File: src/sv/fvcw_pkg.sv
`timescale 1ns / 1ps

package fvcw_pkg;

    // Number format and wheel size
    localparam int FRAC_BITS  = 14;
    localparam int WHEEL_SIZE = 55;
    localparam int POS_FRAC   = 16;
    localparam int IN_W       = 16;
    localparam int CH_W       = 8;

    // Derived widths
    localparam int MAG_W   = IN_W;                   // |component|, up to 2^(IN_W-1)
    localparam int D_W     = IN_W + 1;               // |x| + |y|, also divider remainder
    localparam int T_W     = D_W + 2;                // wheel numerator, up to 4*D
    localparam int RAD_W   = FRAC_BITS + 1;          // radius when inside the unit circle
    localparam int WIDX_W  = $clog2(WHEEL_SIZE);
    localparam int Q_W     = WIDX_W + POS_FRAC;      // wheel position, Q.POS_FRAC
    localparam int N_W     = D_W + Q_W;              // dividend width
    localparam int SCALE_W = N_W - (POS_FRAC - 2);   // (WHEEL_SIZE-1) * t
    localparam int CQ_W    = CH_W + POS_FRAC;        // interpolated channel, Q.POS_FRAC
    localparam int PROD_W  = RAD_W + CQ_W;           // radius blend product

    localparam logic [MAG_W-1:0] ONE     = MAG_W'(1 << FRAC_BITS);
    localparam logic [Q_W-1:0]   MID_POS = Q_W'(((WHEEL_SIZE - 1) << POS_FRAC) >> 1);
    localparam logic [Q_W-1:0]   MAX_POS = Q_W'((WHEEL_SIZE - 1) << POS_FRAC);
    localparam logic [CQ_W-1:0]  WHITE   = CQ_W'(255 << POS_FRAC);

    // Input and output transactions
    typedef struct packed {
        logic signed [IN_W-1:0] flow_x;
        logic signed [IN_W-1:0] flow_y;
    } vec_t;

    typedef struct packed {
        logic [CH_W-1:0] blue;
        logic [CH_W-1:0] green;
        logic [CH_W-1:0] red;
    } pix_t;

    // Divider lane: running remainder, dividend bits shifting into quotient bits
    typedef struct packed {
        logic [D_W-1:0]   rem;
        logic [Q_W-1:0]   bits;
        logic [D_W-1:0]   den;
        logic [RAD_W-1:0] rad;
        logic             near;
        logic             zero;
    } div_t;

    // Wheel color, [2] red, [1] green, [0] blue
    typedef logic [2:0][CH_W-1:0] color_t;

    localparam color_t WHEEL_ROM [WHEEL_SIZE] = '{
        {8'd255, 8'd0,   8'd0},   {8'd255, 8'd17,  8'd0},   {8'd255, 8'd34,  8'd0},
        {8'd255, 8'd51,  8'd0},   {8'd255, 8'd68,  8'd0},   {8'd255, 8'd85,  8'd0},
        {8'd255, 8'd102, 8'd0},   {8'd255, 8'd119, 8'd0},   {8'd255, 8'd136, 8'd0},
        {8'd255, 8'd153, 8'd0},   {8'd255, 8'd170, 8'd0},   {8'd255, 8'd187, 8'd0},
        {8'd255, 8'd204, 8'd0},   {8'd255, 8'd221, 8'd0},   {8'd255, 8'd238, 8'd0},
        {8'd255, 8'd255, 8'd0},   {8'd213, 8'd255, 8'd0},   {8'd170, 8'd255, 8'd0},
        {8'd128, 8'd255, 8'd0},   {8'd85,  8'd255, 8'd0},   {8'd43,  8'd255, 8'd0},
        {8'd0,   8'd255, 8'd0},   {8'd0,   8'd255, 8'd63},  {8'd0,   8'd255, 8'd127},
        {8'd0,   8'd255, 8'd191}, {8'd0,   8'd255, 8'd255}, {8'd0,   8'd232, 8'd255},
        {8'd0,   8'd209, 8'd255}, {8'd0,   8'd186, 8'd255}, {8'd0,   8'd163, 8'd255},
        {8'd0,   8'd140, 8'd255}, {8'd0,   8'd116, 8'd255}, {8'd0,   8'd93,  8'd255},
        {8'd0,   8'd70,  8'd255}, {8'd0,   8'd47,  8'd255}, {8'd0,   8'd24,  8'd255},
        {8'd0,   8'd0,   8'd255}, {8'd19,  8'd0,   8'd255}, {8'd39,  8'd0,   8'd255},
        {8'd58,  8'd0,   8'd255}, {8'd78,  8'd0,   8'd255}, {8'd98,  8'd0,   8'd255},
        {8'd117, 8'd0,   8'd255}, {8'd137, 8'd0,   8'd255}, {8'd156, 8'd0,   8'd255},
        {8'd176, 8'd0,   8'd255}, {8'd196, 8'd0,   8'd255}, {8'd215, 8'd0,   8'd255},
        {8'd235, 8'd0,   8'd255}, {8'd255, 8'd0,   8'd255}, {8'd255, 8'd0,   8'd213},
        {8'd255, 8'd0,   8'd170}, {8'd255, 8'd0,   8'd128}, {8'd255, 8'd0,   8'd85},
        {8'd255, 8'd0,   8'd43}
    };

    // Read the wheel, holding any index past the table at the last entry
    function automatic color_t wheel_color(input logic [WIDX_W-1:0] idx);
        color_t c;
        if (idx < WIDX_W'(WHEEL_SIZE))
        begin
            c = WHEEL_ROM[idx];
        end
        else
        begin
            c = WHEEL_ROM[WHEEL_SIZE-1];
        end
        return c;
    endfunction

endpackage

File: src/sv/fvcw_div.sv
`timescale 1ns / 1ps

module fvcw_div
    import fvcw_pkg::*;
(
    input  logic clk,
    input  logic rst_n,
    input  logic adv,
    input  logic din_valid,
    input  div_t din,
    output logic dout_valid,
    output div_t dout
);

    // One restoring step: bring down the next dividend bit, subtract if it fits
    function automatic div_t div_step(input div_t s);
        div_t           r;
        logic [D_W:0]   part;
        logic [D_W:0]   trial;
        r     = s;
        part  = {s.rem, s.bits[Q_W-1]};
        trial = part - {1'b0, s.den};
        if (part >= {1'b0, s.den})
        begin
            r.rem  = trial[D_W-1:0];
            r.bits = {s.bits[Q_W-2:0], 1'b1};
        end
        else
        begin
            r.rem  = part[D_W-1:0];
            r.bits = {s.bits[Q_W-2:0], 1'b0};
        end
        return r;
    endfunction

    div_t           st_reg  [Q_W];
    div_t           st_next [Q_W];
    logic [Q_W-1:0] vld_reg;

    // Chain one quotient bit per stage
    for (genvar i = 0; i < Q_W; i++)
    begin : g_step
        if (i == 0)
        begin : g_first
            assign st_next[i] = div_step(din);
        end
        else
        begin : g_rest
            assign st_next[i] = div_step(st_reg[i-1]);
        end
    end

    // Advance valid bits
    always_ff @(posedge clk or negedge rst_n)
    begin
        if (!rst_n)
        begin
            vld_reg <= '0;
        end
        else if (adv)
        begin
            vld_reg <= {vld_reg[Q_W-2:0], din_valid};
        end
    end

    // Advance lanes
    always_ff @(posedge clk)
    begin
        if (adv)
        begin
            st_reg <= st_next;
        end
    end

    assign dout_valid = vld_reg[Q_W-1];
    assign dout       = st_reg[Q_W-1];

    // Final remainder stays below the divisor
    a_rem_below_den: assert property (@(posedge clk) disable iff (!rst_n)
        dout_valid && !dout.zero |-> dout.rem < dout.den)
        else $error("divider remainder not below divisor");

    // Quotient never runs past the last wheel entry
    a_pos_in_range: assert property (@(posedge clk) disable iff (!rst_n)
        dout_valid && !dout.zero |-> dout.bits <= MAX_POS)
        else $error("wheel position out of range");

endmodule

File: config.mk
export PLATFORM = sky130hd
export DESIGN_NAME = fvcw_div
export DESIGN_NICKNAME = d
export VERILOG_FILES = /design/src/sv/fvcw_pkg.sv /design/src/sv/fvcw_div.sv
export SDC_FILE = /design/constraint.sdc
export NUM_CORES = 2
export LEC_CHECK = 0
export BUFFER_PORTS_ARGS = -buffer_cell sky130_fd_sc_hd__buf_2
export CORE_AREA = 4 4 516 518
export CTS_BUF_LIST = sky130_fd_sc_hd__clkbuf_8
export DETAILED_ROUTE_END_ITERATION = 7
export DIE_AREA = 0 0 520 522
export PLACE_DENSITY = 0.53
export SLEW_MARGIN = 20
export SYNTH_ARGS = -nofsm -noshare
export SYNTH_HDL_FRONTEND = slang
export SYNTH_SLANG_ARGS = --single-unit
File: constraint.sdc
create_clock -name clk -period 2.93 [get_ports clk]
set_input_delay 0.586 -clock clk [delete_from_list [all_inputs] [get_ports clk]]
set_output_delay 0.586 -clock clk [all_outputs]
set_load 0.02 [all_outputs]
-- After elaboration in Yosys (flattened, before gate mapping)
Cells that the tools add are included.
- register bits: 1628
- logic and storage cells: 199
- add/subtract/negate cells: 22
- mux-type cells: 22
- $lt $le $gt $ge: 22
- operators by type and width (cell ; count):
    39-bit two-way mux ; 22
    18-bit by 17-bit greater-or-equal comparator with 1-bit output ; 22
    17-bit subtractor ; 22

-- Depth between registers and ports, before layout
- depth in word-level cells: 2
- mapped depth: 13
- mapped depth without buffers: 12

-- Worst setup path before layout
No wires, ideal clock.
- kind: register to register
- start point: register st_reg[1369] (netlist bit)
- end point: register st_reg[1305] (netlist bit) (data pin)
- setup time: 0.260 ns
- data arrival time: 2.947 ns
- cell stages (with the launch flop): 14
- path slack: -0.277 ns
- required time: 2.670 ns
- buffers on the path: 2
- cell sequence: edfxtp_1 > inv_1 > ha_1 > inv_1 > fa_1 > a211oi_2 > o21a_1 > nor2_1 > or4_1 > a21o_1 > a211o_1 > buf_6 > buf_12 > mux2_4
- RTL lines (item ; RTL line ; RTL):
    start: declaration ; fvcw_div.sv:36 ; div_t st_reg [Q_W];
    start signal: assignment ; fvcw_div.sv:71 ; st_reg <= st_next;

==> results by group <==
Run status
  • Run status: complete, but fails checks
  • Failing checks: setup timing

Synthesis
  • Post-synth EDFFs: 1606
  • Synth Cell Area: approximately 73000 sq um
  • Yosys reg bits: around 1.6k
  • Post-synth cell types: 86
  • Mapped Cells: roughly 5.2k
  • Synth Net Count: around 5.7k
  • Syn Area/Cell: about 14 sq um
  • Main flop type after synthesis: edfxtp_1
  • Register area share after synthesis: 0.669
  • Post-synth ARST share: 0.0135
  • Yosys warning total: 0

Placement
  • Pre-CTS WS: -0.317 ns
  • Port bufs: 150
  • Gpl congestion: 0.835
  • Placed instance count: ~9k
  • Post-DP Area: ~80000 sq um
  • Hpwl dp: ~100 mm

Timing
  • Tcrit/Tclk final: 1.07
  • Final number of hold-violating endpoints: 0
  • Finish-stage setup viols: 72
  • RSZ-0062 raised after global routing: true
  • Worst setup margin: -0.211 ns
  • Crit path time final: 3.14 ns
  • Slew headroom: 0.320
  • Total negative setup slack: -7.65 ns
  • Worst-Margin Slew: 1.02 ns
  • Fmax: approximately 320 MHz
  • Fin Hold WS: 0.192 ns
  • Max-slew violation count: 0
  • Skew final: around 0.10 ns

Critical path
  • Reg2reg end: st_reg[1300]
  • Maximum fanout along the worst path: 18
  • Reg-to-reg slack, setup: -0.21 ns
  • Kind of critical path: reg -> reg
  • Most used cell, CP: inv_2
  • Worst EP arrival: roughly 3.7 ns
  • CP required: ~3.5 ns
  • Register-to-Register Path Depth: 12
  • Startpoint class of the critical path: flop
  • RR Startpoint: st_reg[1369]
  • Slowest CP cell: or4_1
  • Crit-path cells: inv_2 > ha_4 > inv_2 > fa_2 > a211oi_4 > o21a_1 > nor2_1 > or4_1 > a21o_1 > a211o_1 > buf_12 > mux2_2
  • Worst Setup End Kind: flop
  • CP max stage delay: approximately 0.49 ns

Routing
  • Detailed Route Iter0 Violations: between 2k and 2.5k
  • DRT Wirelength: roughly 150 mm
  • Via count: 42.8k
  • Post-route ant nets: 0
  • Initial DRT Pass Iterations: 6
  • Drt wl/cell: about 15 um
  • Vias per cell: around 4.4
  • DRC: 0

Power
  • Leakage: 34.3 nW
  • Internal: between 50 and 60 mW
  • Reg power frac: 0.385
  • Max IR drop VDD: between 0.0003 and 0.0004 V
  • Logic pwr share: 0.386
  • Psw: 29.1 mW
  • Clock power frac: 0.229
  • Power consumption: ~88 mW
  • Power Dens Cells: between 900 and 1000 nW/um^2
  • Switching Fraction: 0.329

Finish
  • Fin util: 0.338
  • Fin cells: a little under 10k
  • Fin nets: 6492
  • Layout cells sized above 1: 0.210
  • Fin area: roughly 88000 sq um
  • Commonest non-fill, non-tap cell in the layout: edfxtp_1
  • Max reg flops: 819
  • Area grow syn2layout: 21.0%
  • Most frequent cells in the layout: edfxtp_1, inv_1, ha_1

Job
  • Max Cap Viol: 0

Clocking
  • TritonCTS clock tree: built
  • Sinks on Clock Net: about 1.6k
  • Clk pin slew, worst setup/hold paths: about 0.060 ns
  • Buffer depth of the longest clock path: 4
  • CTS buffer count: about 300
  • H-tree depth: 5
  • Root buffer cell: clkbuf_8
  • Clk_lat worst skew: roughly 0.9 ns

Global routing
  • Largest net degree at the start of global routing: 96
  • Vias in the first global route: ~44k
  • GRT overflow: 0
  • Initial antenna violation count: 9
  • First-pass GRT wire length: 234 mm
  • Tot GR Track Use: 0.106

Floorplanning
  • # IOs: around 150
  • Rows: around 190
  • Initial Util: 0.279
  • Die area: roughly 270000 sq um
  • Die width: 520 um
  • Die H: 522 um
  • Core ar.: around 260000 sq um

Worst hold path
  • Min-Delay Path Class: in -> async
## synthesized netlist by cell type, drive strengths merged (15+ instances only)
| cell | instances | area (sq um) |
|---|---|---|
| nand3 | 60 | 300 |
| dfrtp | 22 | 551 |
| a21oi | 295 | 1480 |
| nand2 | 323 | 1210 |
| o211ai | 15 | 113 |
| inv | 491 | 1840 |
| a211oi | 57 | 438 |
| o21a | 54 | 405 |
| or3 | 19 | 119 |
| and3 | 19 | 119 |
| o21bai | 41 | 308 |
| clkbuf | 53 | 199 |
| a31oi | 26 | 163 |
| nand2b | 47 | 294 |
| and2 | 17 | 106 |
| o31ai | 33 | 248 |
| xor2 | 108 | 946 |
| ha | 374 | 4680 |
| a21o | 139 | 1040 |
| edfxtp | 1606 | 48200 |
| fa | 22 | 440 |
| buf | 88 | 661 |
| mux2i | 21 | 210 |
| a21boi | 25 | 188 |
| nor2 | 230 | 863 |
| nor3 | 52 | 260 |
| nand4 | 48 | 300 |
| a2111oi | 17 | 199 |
| xnor2 | 160 | 1400 |
| mux2 | 192 | 2190 |
| o21ai | 362 | 1810 |
| nor2b | 36 | 225 |
## final cells by class
type / count / area, sq um
antenna: 4 / 10.0
sequential: 1628 / 48800
inverter: 491 / 1840
fill: 25700 / 173000
clock inverter: 204 / 1250
clock buffer: 309 / 4250
multi-input combinational: 2956 / 22400
timing repair buffer: 639 / 5370
tap: 3515 / 4400
## power by group through the flow
stage	registers, mW	logic, mW	clock network [mW]
floorplan	33.3	22.6	0
global placement	34.5	30.4	0
detailed placement	34.5	30.9	0
CTS	34.0	32.9	21.4
global route	34.4	37.7	22.6
finish	34.0	34.0	20.2
## worst max-delay path, delay by kind of cell (launching register included)
family / cells / cell delay, ns
and+or+nand+nor: 2 / 0.55
adders and majority gates: 2 / 0.49
AOI/OAI and AO/OA: 4 / 0.89
DFF: 1 / 0.38
muxes: 1 / 0.27
buffers and inverters: 3 / 0.30
## kinds of logic after synthesis
| logic type | share of synthesized area |
|---|---|
| flip-flops | 0.669 |
| AO/OA/AOI/OAI | 0.101 |
| AND/OR/NAND/NOR | 0.0582 |
| buffers and inverters | 0.0370 |
| adder cells (fa/ha/maj) | 0.0702 |
| XOR/XNOR | 0.0322 |
| multiplexers | 0.0329 |
## worst max path at each step
stage                            start            to  slack, ns  cells after the start
after floorplan           st_reg[1369]  st_reg[1305]      -0.14                     13
after global placement         din[55]  st_reg[1605]      -0.36                     14
after detailed placement       din[55]  st_reg[1605]      -0.32                     14
after CTS                  st_reg[420]   st_reg[355]      -0.21                     13
after global routing       st_reg[420]   st_reg[355]      -0.30                     13
final                     st_reg[1369]  st_reg[1300]      -0.21                     12
## what timing repair did
| item | CTS | global route |
|---|---|---|
| buffers inserted | 43 | 37 |
| pin swaps | 31 | 77 |
| gates resized for setup | 96 | 142 |
| endpoints found under the hold margin | 95 | 0 |
| cloned | 11 | 6 |
| setup endpoints to repair | 208 | 326 |
| hold buffers | 74 | 0 |
## metal layers
| layer | vias up | part of all wire | track usage |
|---|---|---|---|
| met3 | 307 | 0.051 | 0.0242 |
| met5 | - | 0.000088 | 0 |
| met2 | 894 | 0.49 | 0.181 |
| met4 | 2 | 0.027 | 0.0356 |
| met1 | 20600 | 0.43 | 0.131 |
| li1 | 21000 | - | - |
Note: power is estimated with default switching activity, not from simulation.
