### src/sv/fvcw_pkg.sv
`timescale 1ns / 1ps

package fvcw_pkg;

    // Number format and wheel size
    localparam int FRAC_BITS  = 14;
    localparam int WHEEL_SIZE = 55;
    localparam int POS_FRAC   = 16;
    localparam int IN_W       = 16;
    localparam int CH_W       = 8;

    // Derived widths
    localparam int MAG_W   = IN_W;                   // |component|, up to 2^(IN_W-1)
    localparam int D_W     = IN_W + 1;               // |x| + |y|, also divider remainder
    localparam int T_W     = D_W + 2;                // wheel numerator, up to 4*D
    localparam int RAD_W   = FRAC_BITS + 1;          // radius when inside the unit circle
    localparam int WIDX_W  = $clog2(WHEEL_SIZE);
    localparam int Q_W     = WIDX_W + POS_FRAC;      // wheel position, Q.POS_FRAC
    localparam int N_W     = D_W + Q_W;              // dividend width
    localparam int SCALE_W = N_W - (POS_FRAC - 2);   // (WHEEL_SIZE-1) * t
    localparam int CQ_W    = CH_W + POS_FRAC;        // interpolated channel, Q.POS_FRAC
    localparam int PROD_W  = RAD_W + CQ_W;           // radius blend product

    localparam logic [MAG_W-1:0] ONE     = MAG_W'(1 << FRAC_BITS);
    localparam logic [Q_W-1:0]   MID_POS = Q_W'(((WHEEL_SIZE - 1) << POS_FRAC) >> 1);
    localparam logic [Q_W-1:0]   MAX_POS = Q_W'((WHEEL_SIZE - 1) << POS_FRAC);
    localparam logic [CQ_W-1:0]  WHITE   = CQ_W'(255 << POS_FRAC);

    // Input and output transactions
    typedef struct packed {
        logic signed [IN_W-1:0] flow_x;
        logic signed [IN_W-1:0] flow_y;
    } vec_t;

    typedef struct packed {
        logic [CH_W-1:0] blue;
        logic [CH_W-1:0] green;
        logic [CH_W-1:0] red;
    } pix_t;

    // Divider lane: running remainder, dividend bits shifting into quotient bits
    typedef struct packed {
        logic [D_W-1:0]   rem;
        logic [Q_W-1:0]   bits;
        logic [D_W-1:0]   den;
        logic [RAD_W-1:0] rad;
        logic             near;
        logic             zero;
    } div_t;

    // Wheel color, [2] red, [1] green, [0] blue
    typedef logic [2:0][CH_W-1:0] color_t;

    localparam color_t WHEEL_ROM [WHEEL_SIZE] = '{
        {8'd255, 8'd0,   8'd0},   {8'd255, 8'd17,  8'd0},   {8'd255, 8'd34,  8'd0},
        {8'd255, 8'd51,  8'd0},   {8'd255, 8'd68,  8'd0},   {8'd255, 8'd85,  8'd0},
        {8'd255, 8'd102, 8'd0},   {8'd255, 8'd119, 8'd0},   {8'd255, 8'd136, 8'd0},
        {8'd255, 8'd153, 8'd0},   {8'd255, 8'd170, 8'd0},   {8'd255, 8'd187, 8'd0},
        {8'd255, 8'd204, 8'd0},   {8'd255, 8'd221, 8'd0},   {8'd255, 8'd238, 8'd0},
        {8'd255, 8'd255, 8'd0},   {8'd213, 8'd255, 8'd0},   {8'd170, 8'd255, 8'd0},
        {8'd128, 8'd255, 8'd0},   {8'd85,  8'd255, 8'd0},   {8'd43,  8'd255, 8'd0},
        {8'd0,   8'd255, 8'd0},   {8'd0,   8'd255, 8'd63},  {8'd0,   8'd255, 8'd127},
        {8'd0,   8'd255, 8'd191}, {8'd0,   8'd255, 8'd255}, {8'd0,   8'd232, 8'd255},
        {8'd0,   8'd209, 8'd255}, {8'd0,   8'd186, 8'd255}, {8'd0,   8'd163, 8'd255},
        {8'd0,   8'd140, 8'd255}, {8'd0,   8'd116, 8'd255}, {8'd0,   8'd93,  8'd255},
        {8'd0,   8'd70,  8'd255}, {8'd0,   8'd47,  8'd255}, {8'd0,   8'd24,  8'd255},
        {8'd0,   8'd0,   8'd255}, {8'd19,  8'd0,   8'd255}, {8'd39,  8'd0,   8'd255},
        {8'd58,  8'd0,   8'd255}, {8'd78,  8'd0,   8'd255}, {8'd98,  8'd0,   8'd255},
        {8'd117, 8'd0,   8'd255}, {8'd137, 8'd0,   8'd255}, {8'd156, 8'd0,   8'd255},
        {8'd176, 8'd0,   8'd255}, {8'd196, 8'd0,   8'd255}, {8'd215, 8'd0,   8'd255},
        {8'd235, 8'd0,   8'd255}, {8'd255, 8'd0,   8'd255}, {8'd255, 8'd0,   8'd213},
        {8'd255, 8'd0,   8'd170}, {8'd255, 8'd0,   8'd128}, {8'd255, 8'd0,   8'd85},
        {8'd255, 8'd0,   8'd43}
    };

    // Read the wheel, holding any index past the table at the last entry
    function automatic color_t wheel_color(input logic [WIDX_W-1:0] idx);
        color_t c;
        if (idx < WIDX_W'(WHEEL_SIZE))
        begin
            c = WHEEL_ROM[idx];
        end
        else
        begin
            c = WHEEL_ROM[WHEEL_SIZE-1];
        end
        return c;
    endfunction

endpackage

### src/sv/fvcw_shade.sv
`timescale 1ns / 1ps

module fvcw_shade
    import fvcw_pkg::*;
(
    input  logic clk,
    input  logic rst_n,
    input  logic adv,
    input  logic din_valid,
    input  div_t din,
    output logic pix_valid,
    output pix_t pix
);

    localparam int ILP_W = CH_W + POS_FRAC + 2;
    localparam logic [PROD_W-1:0] WHITE_FULL = PROD_W'(WHITE) << FRAC_BITS;

    // Stage A: wheel lookup
    logic                a_valid_reg;
    color_t              c0_reg, c1_reg;
    logic [POS_FRAC-1:0] f_reg;
    logic [RAD_W-1:0]    rad_a_reg;
    logic                near_a_reg;
    logic [Q_W-1:0]      pos;
    logic [WIDX_W-1:0]   k0, k1;

    // Stage B: interpolated channels
    logic                b_valid_reg;
    logic [CQ_W-1:0]     cq_reg  [3];
    logic [CQ_W-1:0]     cq_next [3];
    logic [RAD_W-1:0]    rad_b_reg;
    logic                near_b_reg;

    // Stage C: blended output bytes
    logic                c_valid_reg;
    pix_t                pix_reg;
    logic [2:0][CH_W-1:0] res;

    // Pick the wheel position and its neighbor, wrapping at the last entry
    always_comb
    begin
        pos = din.zero ? MID_POS : din.bits;
        k0  = pos[Q_W-1:POS_FRAC];
        if (k0 > WIDX_W'(WHEEL_SIZE - 1))
        begin
            k0 = WIDX_W'(WHEEL_SIZE - 1);
        end
        k1 = (k0 == WIDX_W'(WHEEL_SIZE - 1)) ? '0 : k0 + 1'b1;
    end

    // Interpolate each channel as c0 + (c1 - c0) * f
    always_comb
    begin
        for (int ch = 0; ch < 3; ch++)
        begin
            logic signed [CH_W:0]     diff;
            logic signed [POS_FRAC:0] fext;
            logic signed [ILP_W-1:0]  prod;
            logic signed [ILP_W-1:0]  base;
            logic signed [ILP_W-1:0]  sum;
            diff = $signed({1'b0, c1_reg[ch]}) - $signed({1'b0, c0_reg[ch]});
            fext = $signed({1'b0, f_reg});
            prod = diff * fext;
            base = $signed(ILP_W'({c0_reg[ch], POS_FRAC'(0)}));
            sum  = base + prod;
            cq_next[ch] = sum[CQ_W-1:0];
        end
    end

    // Blend toward white inside the unit radius, dim by 3/4 outside
    always_comb
    begin
        for (int ch = 0; ch < 3; ch++)
        begin
            logic [CQ_W-1:0]   gap;
            logic [PROD_W-1:0] blend;
            logic [PROD_W-1:0] v;
            logic [CQ_W+1:0]   m3;
            gap   = WHITE - cq_reg[ch];
            blend = PROD_W'(rad_b_reg) * PROD_W'(gap);
            v     = WHITE_FULL - blend;
            m3    = (CQ_W + 2)'({cq_reg[ch], 1'b0}) + (CQ_W + 2)'(cq_reg[ch]);
            res[ch] = near_b_reg ? v[POS_FRAC+FRAC_BITS +: CH_W] : m3[POS_FRAC+2 +: CH_W];
        end
    end

    // Advance valid bits
    always_ff @(posedge clk or negedge rst_n)
    begin
        if (!rst_n)
        begin
            a_valid_reg <= 1'b0;
            b_valid_reg <= 1'b0;
            c_valid_reg <= 1'b0;
        end
        else if (adv)
        begin
            a_valid_reg <= din_valid;
            b_valid_reg <= a_valid_reg;
            c_valid_reg <= b_valid_reg;
        end
    end

    // Advance payload; wheel rows are red, green, blue
    always_ff @(posedge clk)
    begin
        if (adv)
        begin
            c0_reg        <= wheel_color(k0);
            c1_reg        <= wheel_color(k1);
            f_reg         <= pos[POS_FRAC-1:0];
            rad_a_reg     <= din.rad;
            near_a_reg    <= din.near;
            cq_reg        <= cq_next;
            rad_b_reg     <= rad_a_reg;
            near_b_reg    <= near_a_reg;
            pix_reg.red   <= res[2];
            pix_reg.green <= res[1];
            pix_reg.blue  <= res[0];
        end
    end

    assign pix_valid = c_valid_reg;
    assign pix       = pix_reg;

    // Interpolated channels never exceed full scale
    a_cq_full_scale: assert property (@(posedge clk) disable iff (!rst_n)
        b_valid_reg |-> (cq_reg[0] <= WHITE) && (cq_reg[1] <= WHITE) && (cq_reg[2] <= WHITE))
        else $error("interpolated channel above full scale");

endmodule

### config.mk
export PLATFORM = sky130hd
export DESIGN_NAME = fvcw_shade
export DESIGN_NICKNAME = d
export VERILOG_FILES = /design/src/sv/fvcw_pkg.sv /design/src/sv/fvcw_shade.sv
export SDC_FILE = /design/constraint.sdc
export NUM_CORES = 2
export LEC_CHECK = 0
export BUFFER_PORTS_ARGS = -buffer_cell sky130_fd_sc_hd__buf_2
export CAP_MARGIN = 40
export CORE_AREA = 2 2 285 428
export DETAILED_ROUTE_END_ITERATION = 16
export DIE_AREA = 0 0 287 430
export HOLD_SLACK_MARGIN = 0.08
export PLACE_DENSITY = 0.7
export SETUP_SLACK_MARGIN = 0.02
export SKIP_CTS_REPAIR_TIMING = 1
export SLEW_MARGIN = 20
export SYNTH_ARGS = -nofsm -noshare
export SYNTH_HDL_FRONTEND = slang
export SYNTH_SLANG_ARGS = --single-unit
export TNS_END_PERCENT = 50
### constraint.sdc
create_clock -name clk -period 9.96 [get_ports clk]
set_input_delay 1.494 -clock clk [delete_from_list [all_inputs] [get_ports clk]]
set_output_delay 1.494 -clock clk [all_outputs]
set_load 0.02 [all_outputs]
# Word level (Yosys, flattened, before mapping)
# Memories as Yosys holds them, arrays and structs flattened. A register that Yosys moved wholly into a read port is not among the register bits.
# Index checks and enable logic that the tools add are counted.
[word_totals] ff_bits=147 latch_bits=0 ramBits=0 romBits=3072 wordCells=52 memories=2
[memory_table] memory="(name not given)" words=64 width=24 rd=1 rd_ports_with_merged_regs=1 wr=0 line_no="fvcw_pkg.sv:81" source="c = WHEEL_ROM[idx];"
[memory_table] memory="(name not given)" words=64 width=24 rd=1 rd_ports_with_merged_regs=1 wr=0 line_no="fvcw_pkg.sv:81"
[op_classes] n_addsub=16 multipliers=6 div_mod_pow=0 magnitude_cmp=3 eq_ne=1 shifts=0 mux=6 bitwise=2 reduce_logical=2
[ops] op="$mul A15 B24 Y38" n=3
[ops] op="$sub A38 B38 Y38 const A" n=3
[ops] op="$add A25 B24 Y26" n=3
[ops] op="$add A24 B24 Y24" n=3
[ops] op="$mul A9 B17 Y24" n=3
[ops] op="$sub A24 B24 Y24 const A" n=3
[ops] op="$sub A8 B8 Y9" n=3
[ops] op="$mux W8" n=3
[ops] op="$mux W22" n=1
[ops] op="$not A6 Y7" n=2
[ops] op="$lt A6 B6 Y1 const B" n=2
[ops] op="$mux W6" n=2
[ops] op="$add A6 B1 Y6 const B" n=1
[ops] op="$eq A6 B6 Y1 const B" n=1
[ops] op="$gt A6 B6 Y1 const B" n=1
[ops] op="$logic_not A1 Y1" n=2

# Depth between registers and ports, before layout
[logic_depth] depth_word=7 mapped_depth=32 depth_no_buf=30

# Worst setup path before layout
# No wires, ideal clock.
[synth_timing] kind="register to register" start="reg cq_reg[0] (netlist bit)" end="reg pix_reg, in the netlist pix[5] (data pin)" setup_ps=268 t_arrival_ps=7514 setup_slack_ps=2179 path_stages_with_launch=33 n_path_buf=2 cell_sequence="edfxtp_1 clkbuf_1 inv_1 ha_1 and3_1 and3_1 nand3_1 nor2_1 a21boi_1 nand3_1 xnor2_1 clkbuf_1 nand2_1 fa_1 inv_1 fa_1 inv_1 fa_1 fa_1 fa_1 inv_1 fa_1 inv_1 ha_1 a21oi_1 nor2_1 a2111oi_0 nor2_1 o41ai_1 a21oi_1 or4_1 nand3_1 o21ai_1"
[synth_rtl] element="start: declaration" line_no="fvcw_shade.sv:29" source="logic [CQ_W-1:0] cq_reg [3];"
[synth_rtl] element="start signal: assignment" line_no="fvcw_shade.sv:114" source="cq_reg <= cq_next;"
[synth_rtl] element="end: declaration" line_no="fvcw_shade.sv:36" source="pix_t pix_reg;"

==> impl_results.md <==
- Status: finished clean
- Final #Nets: 8,374
- Synth Register Bits: 189
- Worst Tran Pin Value: 0.873 ns
- Initial Utilization: 49.7%
- Die Y: 430 µm
- Top-count cell post-synth: inv_1
- Post-synthesis sequential area ratio: 9.51%
- Most used cell, CP: fa_1
- Port Buf Inserts: 67
- First-pass GRT wire length: 238,000 µm
- Max reg flops: 72
- Cell family with most CP delay: adder cells
- Mapped Cells: 6,479
- Synth top cells by count: inv_1 (1,461), fa_1 (1,191), nand2_1 (797)
- Synth cell types: 86
- Routed Antenna Nets: 0
- RSZ-0062 raised after global routing: no
- Slew Limit Fails: 0
- Die width: 287 µm
- Achievable frequency: 115 MHz
- RePlAce Congestion: 0.895
- Crit-path max FO: 19
- Worst Skew: 0.0275 ns
- Hold Vio Cnt, Final: 0
- Critical path endpoint category: flop
- Post-synth top area cell: fa_1
- Worst slew margin relative to its limit: 40.8%
- Vias/cell: 5.35
- Syn avg cell area: 9.19 µm²
- Fraction of layout cells with a size suffix above 1: 4.85%
- YS warnings: 0
- Initial antenna violation count: 4
- Crit start category: flop
- Max-Cap Viols: 0
- CTS tree: built
- Number of enable flip-flop cells after synthesis: 186
- Final setup fails: 0
- CTS Buffer Depth: 2
- Clock-pin slew on the worst setup and hold paths: 0.09 ns
- Synth area leaders: fa_1 (40%), ha_1 (14%), edfxtp_1 (9.4%), inv_1 (9.2%), and2_1 (7.8%)
- Final period util: 87.1%
- # IOs: 102
- Commonest register cell after synthesis: edfxtp_1
- Crit path largest cell delay: 0.58 ns
- Crit Path Class: flop to flop
- Final WL: 143,000 µm
- Hpwl dp: 113,000 µm
- CP arrival: 8.98 ns
- # rows: 156
- Worst Hold Class: flop to flop
- H-tree depth: 4
- GRT Residual Overflow: 0
- Vias in the first global route: 47,300
- Crit path buf inv count: 6
- Core area: 0.120 mm²
- Clock Latency Late Sink: 0.55 ns
- Pre-antenna DRT Iters: 8
- CTS buffer count: 17
- Fin crit period: 8.67 ns
- Synthesized area: 0.0595 mm²
- Violation count after the first detailed-route iteration: 2,218
- Post-route setup TNS: 0 ns
- Net Count, Synth: 8,419
- Async set-reset flop share out of synthesis: 1.59%
- DR DRC count: 0
- Wire length per cell: 17.8 µm
- Die area: 0.123 mm²
- Filler instances: 10,900
- Largest net degree at the start of global routing: 73
- Clock root cell: clkbuf_16
- Share of the synthesized area in the top cell type: 40.0%
- Req. time, crit path: 10.26 ns
- Area Growth Syn to Fin: 5.90%
- Clock sinks: 189
- Slowest stage cell, crit path: xnor2_1
- All-Layer GR Usage: 24.4%
- Vias: 43,000
==> cell type report <==
type                       instances  area [µm²]  area share [%]
antenna                            2        5.00         0.00794
clock buffer                      17         425           0.675
clock inverter                    15         193           0.306
inverter                        1464        5500            8.72
multi-input combinational       4543       47500            75.4
sequential                       189        5660            8.98
tap                             1580        1980            3.14
timing repair buffer             219        1780            2.83
==> worst paths after layout <==
kind	startpoint	end	slack [ns]	cells past startpoint
max	cq_reg[24]	pix[15]	1.29	29
min	near_a_reg	near_b_reg	0.43	0
max reg2reg	cq_reg[24]	pix[15]	1.29	29
min reg2reg	near_a_reg	near_b_reg	0.43	0
max in group asynchronous	rst_n	a_valid_reg	9.13	1
min in group asynchronous	rst_n	b_valid_reg	0.73	1
==> metrics by stage <==
step,utilization [%],std cells,area (µm²),setup WS (ns),hold WS [ns]
floorplan,-,6479,59500,2.18,0.400
global placement,51.7,7964,62000,1.36,0.401
detailed placement,52.0,7988,62300,1.33,0.407
CTS,52.5,8020,63000,1.24,0.427
global route,52.6,8028,63100,0.602,0.433
finish,52.6,8029,63100,1.29,0.428
==> placed cells by master, fill, tap and decap left out, types with 33 or more instances in the layout <==
| cell type | Yosys | layout |
|---|---|---|
| nand3_1 | 56 | 56 |
| buf_4 | 0 | 114 |
| nor2b_1 | 40 | 40 |
| edfxtp_1 | 186 | 186 |
| nand2b_1 | 81 | 81 |
| nor2_1 | 121 | 121 |
| and2_1 | 743 | 743 |
| buf_2 | 2 | 67 |
| nor3_1 | 33 | 33 |
| o21ai_0 | 73 | 72 |
| xor2_1 | 43 | 43 |
| fa_1 | 1191 | 1191 |
| nand2_1 | 797 | 797 |
| a21oi_1 | 159 | 159 |
| a21o_1 | 46 | 46 |
| inv_1 | 1461 | 1461 |
| ha_1 | 672 | 672 |
| xnor2_1 | 161 | 135 |
==> layer usage <==
| metal | up-vias | share of wire, % | track usage [%] | routed length (µm) |
|---|---|---|---|---|
| met5 | - | 0 | 0 | 0 |
| met4 | 0 | 5.3 | 12.7 | 7610 |
| met3 | 387 | 5.1 | 2.39 | 7210 |
| met2 | 1309 | 53 | 44.4 | 75100 |
| met1 | 21900 | 37 | 28.3 | 52600 |
| li1 | 19400 | - | - | - |
==> cell families after synthesis <==
kind of cell	count (synthesis)	synth area share (%)
simple gates	1973	16.8
fa+ha+maj	1863	54.2
buf+inv	1747	11.0
compound gates	490	5.26
xor+xnor	206	3.06
flops	189	9.51
mux	11	0.198
==> worst register-to-register path: cells and delay by family, from the launching register on <==
family / cells / cell delay (ns)
AO/OA/AOI/OAI: 6 / 1.51
XOR/XNOR: 1 / 0.58
adder cells (fa/ha/maj): 8 / 3.54
buffers and inverters: 6 / 0.49
flip-flops: 1 / 0.37
AND/OR/NAND/NOR: 8 / 1.93
Power is left out: the tool's default activity adds up to more than one toggle a clock period on the data nets, which glitch-free logic cannot reach.
