[src/sv/fvcw_pkg.sv]
`timescale 1ns / 1ps

package fvcw_pkg;

    // Number format and wheel size
    localparam int FRAC_BITS  = 14;
    localparam int WHEEL_SIZE = 55;
    localparam int POS_FRAC   = 16;
    localparam int IN_W       = 16;
    localparam int CH_W       = 8;

    // Derived widths
    localparam int MAG_W   = IN_W;                   // |component|, up to 2^(IN_W-1)
    localparam int D_W     = IN_W + 1;               // |x| + |y|, also divider remainder
    localparam int T_W     = D_W + 2;                // wheel numerator, up to 4*D
    localparam int RAD_W   = FRAC_BITS + 1;          // radius when inside the unit circle
    localparam int WIDX_W  = $clog2(WHEEL_SIZE);
    localparam int Q_W     = WIDX_W + POS_FRAC;      // wheel position, Q.POS_FRAC
    localparam int N_W     = D_W + Q_W;              // dividend width
    localparam int SCALE_W = N_W - (POS_FRAC - 2);   // (WHEEL_SIZE-1) * t
    localparam int CQ_W    = CH_W + POS_FRAC;        // interpolated channel, Q.POS_FRAC
    localparam int PROD_W  = RAD_W + CQ_W;           // radius blend product

    localparam logic [MAG_W-1:0] ONE     = MAG_W'(1 << FRAC_BITS);
    localparam logic [Q_W-1:0]   MID_POS = Q_W'(((WHEEL_SIZE - 1) << POS_FRAC) >> 1);
    localparam logic [Q_W-1:0]   MAX_POS = Q_W'((WHEEL_SIZE - 1) << POS_FRAC);
    localparam logic [CQ_W-1:0]  WHITE   = CQ_W'(255 << POS_FRAC);

    // Input and output transactions
    typedef struct packed {
        logic signed [IN_W-1:0] flow_x;
        logic signed [IN_W-1:0] flow_y;
    } vec_t;

    typedef struct packed {
        logic [CH_W-1:0] blue;
        logic [CH_W-1:0] green;
        logic [CH_W-1:0] red;
    } pix_t;

    // Divider lane: running remainder, dividend bits shifting into quotient bits
    typedef struct packed {
        logic [D_W-1:0]   rem;
        logic [Q_W-1:0]   bits;
        logic [D_W-1:0]   den;
        logic [RAD_W-1:0] rad;
        logic             near;
        logic             zero;
    } div_t;

    // Wheel color, [2] red, [1] green, [0] blue
    typedef logic [2:0][CH_W-1:0] color_t;

    localparam color_t WHEEL_ROM [WHEEL_SIZE] = '{
        {8'd255, 8'd0,   8'd0},   {8'd255, 8'd17,  8'd0},   {8'd255, 8'd34,  8'd0},
        {8'd255, 8'd51,  8'd0},   {8'd255, 8'd68,  8'd0},   {8'd255, 8'd85,  8'd0},
        {8'd255, 8'd102, 8'd0},   {8'd255, 8'd119, 8'd0},   {8'd255, 8'd136, 8'd0},
        {8'd255, 8'd153, 8'd0},   {8'd255, 8'd170, 8'd0},   {8'd255, 8'd187, 8'd0},
        {8'd255, 8'd204, 8'd0},   {8'd255, 8'd221, 8'd0},   {8'd255, 8'd238, 8'd0},
        {8'd255, 8'd255, 8'd0},   {8'd213, 8'd255, 8'd0},   {8'd170, 8'd255, 8'd0},
        {8'd128, 8'd255, 8'd0},   {8'd85,  8'd255, 8'd0},   {8'd43,  8'd255, 8'd0},
        {8'd0,   8'd255, 8'd0},   {8'd0,   8'd255, 8'd63},  {8'd0,   8'd255, 8'd127},
        {8'd0,   8'd255, 8'd191}, {8'd0,   8'd255, 8'd255}, {8'd0,   8'd232, 8'd255},
        {8'd0,   8'd209, 8'd255}, {8'd0,   8'd186, 8'd255}, {8'd0,   8'd163, 8'd255},
        {8'd0,   8'd140, 8'd255}, {8'd0,   8'd116, 8'd255}, {8'd0,   8'd93,  8'd255},
        {8'd0,   8'd70,  8'd255}, {8'd0,   8'd47,  8'd255}, {8'd0,   8'd24,  8'd255},
        {8'd0,   8'd0,   8'd255}, {8'd19,  8'd0,   8'd255}, {8'd39,  8'd0,   8'd255},
        {8'd58,  8'd0,   8'd255}, {8'd78,  8'd0,   8'd255}, {8'd98,  8'd0,   8'd255},
        {8'd117, 8'd0,   8'd255}, {8'd137, 8'd0,   8'd255}, {8'd156, 8'd0,   8'd255},
        {8'd176, 8'd0,   8'd255}, {8'd196, 8'd0,   8'd255}, {8'd215, 8'd0,   8'd255},
        {8'd235, 8'd0,   8'd255}, {8'd255, 8'd0,   8'd255}, {8'd255, 8'd0,   8'd213},
        {8'd255, 8'd0,   8'd170}, {8'd255, 8'd0,   8'd128}, {8'd255, 8'd0,   8'd85},
        {8'd255, 8'd0,   8'd43}
    };

    // Read the wheel, holding any index past the table at the last entry
    function automatic color_t wheel_color(input logic [WIDX_W-1:0] idx);
        color_t c;
        if (idx < WIDX_W'(WHEEL_SIZE))
        begin
            c = WHEEL_ROM[idx];
        end
        else
        begin
            c = WHEEL_ROM[WHEEL_SIZE-1];
        end
        return c;
    endfunction

endpackage

[src/sv/fvcw_front.sv]
`timescale 1ns / 1ps

module fvcw_front
    import fvcw_pkg::*;
(
    input  logic clk,
    input  logic rst_n,
    input  logic adv,
    input  logic vec_valid,
    input  vec_t vec,
    output logic dout_valid,
    output div_t dout
);

    // Stage 1: magnitudes and signs of the negated vector
    logic             s1_valid_reg;
    logic [MAG_W-1:0] ax_reg, ay_reg;
    logic             xneg_reg, yneg_reg;
    logic [MAG_W-1:0] ax_next, ay_next;
    logic             xneg_next, yneg_next;

    // Stage 2: denominator, wheel numerator, radius
    logic             s2_valid_reg;
    logic [D_W-1:0]   d_reg;
    logic [T_W-1:0]   t_reg;
    logic [RAD_W-1:0] rad_reg;
    logic             near_reg, zero_reg;
    logic [D_W-1:0]   d_next;
    logic [T_W-1:0]   t_next, two_d, num;
    logic [MAG_W-1:0] rad_full;
    logic             near_next;

    // Stage 3: scaled dividend loaded into the divider lane
    logic             s3_valid_reg;
    div_t             s3_reg;
    div_t             s3_next;
    logic [SCALE_W-1:0] scaled;
    logic [N_W-1:0]   numer;

    // Take magnitudes; x = -flow_x and y = -flow_y
    always_comb
    begin
        ax_next   = vec.flow_x[IN_W-1] ? MAG_W'(-vec.flow_x) : MAG_W'(vec.flow_x);
        ay_next   = vec.flow_y[IN_W-1] ? MAG_W'(-vec.flow_y) : MAG_W'(vec.flow_y);
        xneg_next = !vec.flow_x[IN_W-1] && (vec.flow_x != '0);
        yneg_next = !vec.flow_y[IN_W-1] && (vec.flow_y != '0);
    end

    // Form D, the numerator 2D +- Num and the radius
    always_comb
    begin
        d_next    = D_W'(ax_reg) + D_W'(ay_reg);
        two_d     = T_W'({d_next, 1'b0});
        num       = xneg_reg ? (T_W'(ay_reg) + T_W'({ax_reg, 1'b0})) : T_W'(ay_reg);
        t_next    = yneg_reg ? (two_d - num) : (two_d + num);
        rad_full  = (ax_reg > ay_reg) ? ax_reg : ay_reg;
        near_next = (rad_full <= ONE);
    end

    // Scale by the wheel span and split the dividend into remainder and low bits
    always_comb
    begin
        scaled       = SCALE_W'(t_reg) * SCALE_W'(WHEEL_SIZE - 1);
        numer        = {scaled, (POS_FRAC - 2)'(0)};
        s3_next.rem  = numer[N_W-1:Q_W];
        s3_next.bits = numer[Q_W-1:0];
        s3_next.den  = d_reg;
        s3_next.rad  = rad_reg;
        s3_next.near = near_reg;
        s3_next.zero = zero_reg;
    end

    // Advance valid bits
    always_ff @(posedge clk or negedge rst_n)
    begin
        if (!rst_n)
        begin
            s1_valid_reg <= 1'b0;
            s2_valid_reg <= 1'b0;
            s3_valid_reg <= 1'b0;
        end
        else if (adv)
        begin
            s1_valid_reg <= vec_valid;
            s2_valid_reg <= s1_valid_reg;
            s3_valid_reg <= s2_valid_reg;
        end
    end

    // Advance payload
    always_ff @(posedge clk)
    begin
        if (adv)
        begin
            ax_reg   <= ax_next;
            ay_reg   <= ay_next;
            xneg_reg <= xneg_next;
            yneg_reg <= yneg_next;
            d_reg    <= d_next;
            t_reg    <= t_next;
            rad_reg  <= near_next ? rad_full[RAD_W-1:0] : '0;
            near_reg <= near_next;
            zero_reg <= (d_next == '0);
            s3_reg   <= s3_next;
        end
    end

    assign dout_valid = s3_valid_reg;
    assign dout       = s3_reg;

    // The dividend head must already sit below the divisor
    a_head_below_den: assert property (@(posedge clk) disable iff (!rst_n)
        s3_valid_reg && !s3_reg.zero |-> s3_reg.rem < s3_reg.den)
        else $error("divider head not below divisor");

endmodule

[config.mk]
export PLATFORM = sky130hd
export DESIGN_NAME = fvcw_front
export DESIGN_NICKNAME = d
export VERILOG_FILES = /design/src/sv/fvcw_pkg.sv /design/src/sv/fvcw_front.sv
export SDC_FILE = /design/constraint.sdc
export NUM_CORES = 1
export LEC_CHECK = 0
export ABC_AREA = 1
export BUFFER_PORTS_ARGS = -buffer_cell sky130_fd_sc_hd__buf_2
export CAP_MARGIN = 20
export CORE_MARGIN = 3
export CORE_UTILIZATION = 40
export CTS_CLUSTER_SIZE = 24
export DETAILED_ROUTE_END_ITERATION = 6
export GPL_ROUTABILITY_DRIVEN = 1
export GPL_TIMING_DRIVEN = 0
export REMOVE_ABC_BUFFERS = 1
export SLEW_MARGIN = 20
export SYNTH_ARGS = -nofsm -noshare
export SYNTH_HDL_FRONTEND = slang
export SYNTH_SLANG_ARGS = --single-unit
[constraint.sdc]
create_clock -name clk -period 5.13 [get_ports clk]
set_clock_uncertainty 0.15 [all_clocks]
set_input_delay 0.513 -clock clk [delete_from_list [all_inputs] [get_ports clk]]
set_output_delay 0.513 -clock clk [all_outputs]
set_load 0.1 [all_outputs]
Word level (Yosys, flattened, before mapping)

Index checks and enable logic that the tools add are counted.

Add/subtract/negate cells: 6
Magnitude comparators: 2
$mul: 1
Reduce and logical (&&, ||, !) cells: 7
Multiplexer cells: 5

Operators by type and width:

| operator                                                                | number |
|---|---|
| 16-bit negation                                                         | 2 |
| 16-bit nonzero test                                                     | 2 |
| 15-bit two-way mux                                                      | 2 |
| 19-bit by 5-bit multiplier with 24-bit output, second input constant    | 1 |
| 18-bit by 18-bit adder with 19-bit output                               | 1 |
| 19-bit two-way mux                                                      | 1 |
| 18-bit by 18-bit subtractor with 19-bit output                          | 1 |
| 16-bit by 17-bit adder with 18-bit output                               | 1 |
| 18-bit two-way mux                                                      | 1 |
| 16-bit by 16-bit adder with 17-bit output                               | 1 |
| 17-bit zero test                                                        | 1 |
| 16-bit > comparator                                                     | 1 |
| 16-bit by 15-bit <= comparator with 1-bit output, second input constant | 1 |
| 16-bit two-way mux                                                      | 1 |
| 1-bit logical AND                                                       | 2 |
| 1-bit zero test                                                         | 2 |

Output and inout port bits: 74
Logic and storage cells: 41
Register bits: 148

Depth between registers and ports, before layout

Gate-level depths: netlist of the first run.

Depth after elaboration: 4
Gate-level depth with buffers: 24
Gate-level depth less buffers: 24

Worst setup path after synthesis of the first run

OpenSTA, ideal clock, no wires.

Path type: flip-flop to flip-flop
Start: register ay_reg[1]
End: register t_reg[16] (data pin)
Required time: 4727 ps
Period minus slack after synthesis: 3836 ps
Path slack: 1294 ps
Arrival time: 3433 ps
Setup time: 253 ps
Stages on the path, launching flop included: 24
Cells stage by stage: edfxtp_1 > ha_1 > inv_1 > fa_1 > inv_1 > nand3_1 > nand2_1 > a21oi_1 > o21ai_0 > a21boi_0 > o21ai_0 > xnor2_1 > o21ai_0 > ha_1 > clkbuf_1 > inv_1 > a21oi_1 > o31ai_1 > o21bai_1 > nand2_1 > nand2_1 > xor2_1 > nand2_1 > nand2_1

Longest elaborated chain between the ends: 4
Elaborated cells on any way between the ends: 6
Those cells by class: add/sub (4); mux (2)

Ends and longest elaborated chain:

| item                                                                                                               | line              | RTL |
|---|---|---|
| start: declaration                                                                                                 | fvcw_front.sv:17  | `logic [MAG_W-1:0] ax_reg, ay_reg;` |
| start signal: assignment                                                                                           | fvcw_front.sv:96  | `ay_reg <= ay_next;` |
| 16-bit by 17-bit adder with 18-bit output                                                                          | fvcw_front.sv:54  | `num = xneg_reg ? (T_W'(ay_reg) + T_W'({ax_reg, 1'b0})) : T_W'(ay_reg);` |
| 18-bit two-way mux                                                                                                 | fvcw_front.sv:54  |  |
| 18-bit by 18-bit adder with 19-bit output / 18-bit by 18-bit subtractor with 19-bit output (equally long branches) | fvcw_front.sv:55  | `t_next = yneg_reg ? (two_d - num) : (two_d + num);` |
| 19-bit two-way mux *                                                                                               | fvcw_front.sv:55  |  |
| net t_next[16]                                                                                                     | fvcw_front.sv:29  | `logic [T_W-1:0] t_next, two_d, num;` |
| end signal: assignment                                                                                             | fvcw_front.sv:100 | `t_reg <= t_next;` |
| end: declaration                                                                                                   | fvcw_front.sv:25  | `logic [T_W-1:0] t_reg;` |

The timed path passes the listed nets; every way through them passes the cells marked *.
A chain may end at the register's enable or synchronous reset.

Final worst setup path of the first run

Start: register ax_reg[0]
End: register t_reg[18] (data pin)

Longest elaborated chain between the ends: 4
Elaborated cells on any way between the ends: 6
Those cells by class: add/sub (4); mux (2)

Ends and longest elaborated chain:

| item                                                                                                               | line             | RTL |
|---|---|---|
| start: declaration                                                                                                 | fvcw_front.sv:17 |  |
| start signal: assignment                                                                                           | fvcw_front.sv:95 | `ax_reg <= ax_next;` |
| 16-bit by 17-bit adder with 18-bit output                                                                          | fvcw_front.sv:54 |  |
| 18-bit two-way mux                                                                                                 | fvcw_front.sv:54 |  |
| 18-bit by 18-bit adder with 19-bit output / 18-bit by 18-bit subtractor with 19-bit output (equally long branches) | fvcw_front.sv:55 |  |
| 19-bit two-way mux *                                                                                               | fvcw_front.sv:55 |  |
| net t_next[18]                                                                                                     | fvcw_front.sv:29 |  |

Marks and branches as above.

==> metrics.yaml, run 1 <==
syn_inst: 1362
cts_tree: "done"
tns_ps: 0
slew_headroom_pct: 51.1
syn_to_final_growth_pct: 12.2
ff_latch_area_um2: 4430
avgViaCountPerCell: 4.81
overflow: 0
drtIter0Drc: 464
design.core.area_um2: 28900
firstDrtPassIters: 5
setup-violations-final: 0
initial_core_util_pct: 40.9
yosysSeqAreaShare_pct: 37.4
cts_resized: 0
ant_nets: 0
vias: 8904
worst-r2r-cell-count: 19
critPathKind: "reg2reg"
cp-end-kind: "flip-flop"
dieArea_um2: 31700
worstHoldStart: "vec_valid"
wirelength_mm: 25.0
worstHoldPathCells: 3
min_path_type: "in2reg"
antenna_cells: 0
worstSkewPairLatency_ps: 430
multi_input_area_um2: 6290
synth.avg_cell_area_um2: 8.69
cts_max_level: 4
yosys.area.top_type: "edfxtp_1"
ios: 110
worstPathMaxFanout: 7
ys_ff_latch: 148
largest_reg_flops: 58
die_w_um: 178
antenna_found_initial: 0
outcome: "finished, final reports clean"
finalCritPeriodShare_pct: 87.9
cts.sinks: 148
yosys-top-cells-area: "edfxtp_1 37%, ha_1 14%, inv_1 8.0%, nand2_1 7.4%, fa_1 5.8%"
fmax_mhz: 222
drc: 0
hold_viol: 0
fin_crit_ps: 4510
slew_viol_final: 0
synth-edff-count: 145
worstPathRequired_ps: 5190
ys.flop_type: "edfxtp_1"
yosysUniqueCellTypes: 46
dp_hpwl_mm: 20.2
fillers: 2814
worst_slew_pin_slew_ps: 731
grt_pass1_vias: 8923
arrival_ps: 4570
async_flop_share_pct: 2.03
r2r-end: "t_reg[18]"
drive_gt1_share_pct: 10.3
clk_pin_slew_ps: 70
track_usage_pct: 16.5
route.detailed.wl_per_inst_um: 13.5
startpoint_type: "flip-flop"
cap_violations: 0
grt_pass1_wl_mm: 41.8
grt_max_degree: 95
clock-root-buffer: "clkbuf_16"
r2r_slack_ps: 620
fp.dieH_um: 178
gp_congestion: 0.883
grt_setup_unrepaired: "no"
netlist_area_um2: 11800
cts_made_buffers: 17
yosysWarnings: 0
fin_nets: 1658
portBuffers: 94
clock_path_buffers: 2
rows: 62
r2r_start: "ax_reg[0]"
synth_top_area_share_pct: 36.8
worstHoldEndpoint: "s1_valid_reg"
## cells by family (layout without fill, tap and decap cells)
family | count (synthesis) | after routing | share of synthesized area (%)
and+or+nand+nor | 441 | 441 | 15.7
buffers and inverters | 292 | 385 | 9.92
AOI/OAI and AO/OA | 230 | 230 | 11.0
adders and majority gates | 166 | 166 | 19.7
DFF | 148 | 148 | 37.4
xor gates and xnor gates | 83 | 83 | 6.14
other | 1 | 15 | 0.0317
muxes | 1 | 1 | 0.0951
## critical path: stages (launching register included)
cell and delay, ps:
edfxtp_1 500, ha_1 270, inv_1 90, fa_1 200
inv_1 50, nand3_1 60, nand2_1 90, a21oi_1 320
o21ai_0 180, a21boi_0 330, o21ai_0 160, xnor2_1 200
o21ai_0 150, ha_1 460, inv_1 110, a21oi_1 150
o31ai_1 120, a41oi_1 330, nand3_1 100, o21ai_0 280
## synthesized netlist by cell type (3+ instances only)
cell type	count
inv_1	253
or2_2	4
a21o_1	5
o21a_1	4
nor4_1	3
nor2_1	97
fa_1	34
clkbuf_1	13
dfrtp_1	3
xor2_1	58
a21oi_1	97
nand4_1	12
o21bai_1	13
o21ai_0	80
a21oi_2	9
o31ai_1	6
a31oi_1	3
xnor2_1	25
nor2_2	4
nor3_1	24
buf_2	4
nand3_1	54
buf_4	15
a21boi_0	5
edfxtp_1	145
nand2_1	234
ha_1	132
## layer usage
metal,GRT usage (%),share of wire [%],vias up
met1,19.8,44,4059
li1,-,-,4621
met3,2.70,3.3,38
met4,5.73,2.9,0
met5,0,0,-
met2,29.6,50,186
## worst max path at each step
stage / startpoint / end / slack [ps] / cells after the start
detailed placement: ax_reg[0] / t_reg[18] / 600 / 19
floorplan: t_reg[2] / dout[71] / 1410 / 16
global placement: ay_reg[1] / t_reg[18] / 590 / 19
finish: ax_reg[0] / t_reg[18] / 620 / 19
CTS: ax_reg[0] / t_reg[18] / 590 / 19
global route: ax_reg[0] / t_reg[18] / 140 / 19
## cells in the final DEF, fill, tap and decap left out, types with 6 or more instances in the layout
cell type,instances
buf_2,93
o21bai_1,13
clkbuf_16,17
a21oi_2,9
nand4_1,12
nor3_1,24
conb_1,15
a21oi_1,97
nor2_1,97
nand3_1,54
xor2_1,58
ha_1,132
o21ai_0,80
fa_1,34
nand2_1,234
inv_1,253
o31ai_1,6
xnor2_1,25
edfxtp_1,145
## repair_timing
item,in CTS,in global routing
hold buffers,1,0
hold endpoints to repair,3,0
setup buffers,0,0
## layout make-up
type                    count  area share (%)
flip-flops and latches    148            33.3
clock buffers              17            3.20
well taps                 384            3.62
inverters                 257            7.26
repair buffers             96            3.90
clock inverters            15            1.36
multi-input cells         936            47.3
## metrics by stage
| stage | instance area (µm²) | util (%) | worst slack, ps | instances | hold WS [ps] |
|---|---|---|---|---|---|
| global route | 13300 | 45.9 | 137 | 1853 | 136 |
| floorplan | 11700 | - | 1410 | 1341 | 67.4 |
| finish | 13300 | 45.9 | 619 | 1853 | 142 |
| detailed placement | 12700 | 43.8 | 603 | 1820 | 162 |
| global placement | 12600 | 43.7 | 588 | 1819 | 159 |
| CTS | 13300 | 45.9 | 590 | 1853 | 122 |
Power of run 1 is not shown: default switching activity piles up to over one toggle a cycle in this logic, so the estimate is an artifact.
==> run 2: changes to the inputs <==
Settings changed: ABC_AREA 1 to not set.
==> run 2 against run 1 <==
Synthesized cell count fell by 20%. Hold slack gained 20 ps. Wire length shrank 11%. Count of clock-buffer cells in the layout increased by 2. Synthesized area shrank 5.3%. Non-clock buffer count up 10. Global-route usage shrank 1.5 points. Sequential share of layout area rose by 1.2 points. Die area decreased by 5.2%. Design area is 3.4% lower. Maximum frequency down 7.9%. Via count shrank 12%.
==> metrics.yaml, run 2 <==
grt_pass1_wl_mm: 37.2
overflow: 0
firstDrtPassIters: 5
finalCritPeriodShare_pct: 95.5
fin_nets: 1391
syn_inst: 1084
critPathKind: "reg2reg"
cap_violations: 0
die_w_um: 173
worstPathRequired_ps: 5150
portBuffers: 94
ant_nets: 0
clock-root-buffer: "clkbuf_16"
async_flop_share_pct: 2.03
min_path_type: "in2reg"
yosysUniqueCellTypes: 60
fmax_mhz: 204
arrival_ps: 4910
dp_hpwl_mm: 16.9
largest_reg_flops: 58
fp.dieH_um: 173
dr_wl_met3_um: 780
cp-end-kind: "flip-flop"
ys.flop_type: "edfxtp_1"
synth_common_cells: "145 x edfxtp_1, 145 x inv_1, 132 x ha_1"
synth_top_area_share_pct: 38.9
worstHoldPathCells: 1
route.detailed.wl_per_inst_um: 14.1
antenna_cells: 0
design.core.area_um2: 27300
fin_hold_ws_ps: 163
top_layer: "met4"
worstSkewPairLatency_ps: 430
yosysSeqAreaShare_pct: 39.5
stdcell_area_um2: 12800
cts_tree: "done"
met2_length_mm: 10.6
yosys-top-cells-area: "edfxtp_1 39%, ha_1 15%, fa_1 6.1%, xnor2_1 5.6%, inv_1 4.9%"
ios: 110
ys_ff_latch: 148
fillers: 2588
drtIter0Drc: 558
netlist_area_um2: 11200
antenna_found_initial: 0
worstPathMaxFanout: 6
clock_path_buffers: 2
vias: 7816
track_usage_pct: 15.0
cts.sinks: 148
drc: 0
slew_headroom_pct: 31.9
drive_gt1_share_pct: 14.1
gp_congestion: 0.784
outcome: "finished, final reports clean"
yosys.area.top_type: "edfxtp_1"
worst-r2r-cell-count: 16
cts_max_level: 4
setup-violations-final: 0
avgViaCountPerCell: 4.97
wl_met1_mm: 10.6
startpoint_type: "flip-flop"
mostFrequentLayoutCells: "145 x inv_1, 145 x edfxtp_1, 130 x ha_1"
wirelength_mm: 22.2
grt_max_degree: 87
slew_viol_final: 0
syn_to_final_growth_pct: 14.6
dieArea_um2: 30100
cts_made_buffers: 17
hold_viol: 0
synth.avg_cell_area_um2: 10.3
grt_pass1_vias: 7770
fin_crit_ps: 4900
yosysWarnings: 0
initial_core_util_pct: 41.1
synth-edff-count: 145
placed_area_um2: 12100
rows: 60
clk_pin_slew_ps: 70
worst_slew_pin_slew_ps: 1020
[run 2: cell types whose count changed after synthesis, sizes merged, moves of 9 or more]
cell,delta
a21o,+10
nand2,-156
xor2,-42
inv,-109
o21ai,-27
xnor2,+47
mux2i,+22
nand3,-41
a21oi,-47
nor2,-32
nor4,+9
nand2b,+11
[run 2: area by class of cell]
| cell class | instances | area [µm²] | share of cell area [%] |
|---|---|---|---|
| well taps | 372 | 465 | 3.63 |
| repair buffers | 106 | 601 | 4.68 |
| clock buffers | 19 | 433 | 3.37 |
| inverters | 146 | 548 | 4.27 |
| flip-flops and latches | 148 | 4430 | 34.5 |
| multi-input cells | 770 | 6200 | 48.3 |
| clock inverters | 13 | 160 | 1.25 |
[run 2: through the flow]
| stage | setup WS (ps) | utilization (%) | TNS (ps) | instances |
|---|---|---|---|---|
| after global placement | -264 | 44.1 | -414 | 1530 |
| final | 233 | 47.1 | 0 | 1574 |
| after detailed placement | -254 | 44.3 | -460 | 1532 |
| after CTS | -19.7 | 46.6 | -38.8 | 1567 |
| after floorplan | 514 | - | 0 | 1064 |
| after global routing | -19.7 | 47.1 | -19.7 | 1574 |
[run 2: metal layers]
layer  vias up  track usage, %
li1       4014               -
met4         0            3.92
met5         -               0
met3        20            2.30
met2       147            25.8
met1      3635            19.7
[run 2: worst paths after layout]
kind	startpoint	to	slack (ps)
worst max-delay path	ay_reg[2]	t_reg[15]	230
worst min-delay path	vec[16]	ax_reg[0]	160
worst max register to register	ay_reg[2]	t_reg[15]	230
worst min register to register	rad_reg[5]	dout[7]	270
max in group asynchronous	rst_n	dout_valid	4460
min in group asynchronous	rst_n	s1_valid_reg	260
[run 2: worst max-delay path, stage by stage (launching register included)]
cell       delay, ps
edfxtp_1         500
ha_1             320
a21o_1           160
a21o_1           220
a2111o_1         480
a211oi_1         320
xnor2_1          100
nand2_1           70
o21ai_0          160
ha_1             300
or3_1            430
a211oi_1         350
o31ai_1          200
a2111oi_0        500
a211oi_1         100
a21oi_1          190
xnor2_1          100
[run 2: kinds of logic (layout without fill, tap and decap cells)]
logic type	Yosys count	in the layout	synth area share (%)
AND/OR/NAND/NOR	249	249	10.5
AO/OA/AOI/OAI	222	222	12.9
buffers and inverters	180	284	6.53
adder cells (fa/ha/maj)	166	166	20.8
flip-flops	148	148	39.5
XOR/XNOR	88	88	6.88
multiplexers	30	30	2.77
other	1	15	0.0335
[run 2: timing repair]
action	CTS	global route
setup endpoints to repair	3	3
gates resized for setup	2	16
buffers inserted	2	5
hold buffers	1	0
pin swaps	0	4
hold endpoints to repair	3	0
Power of run 2 is left out for the same reason.
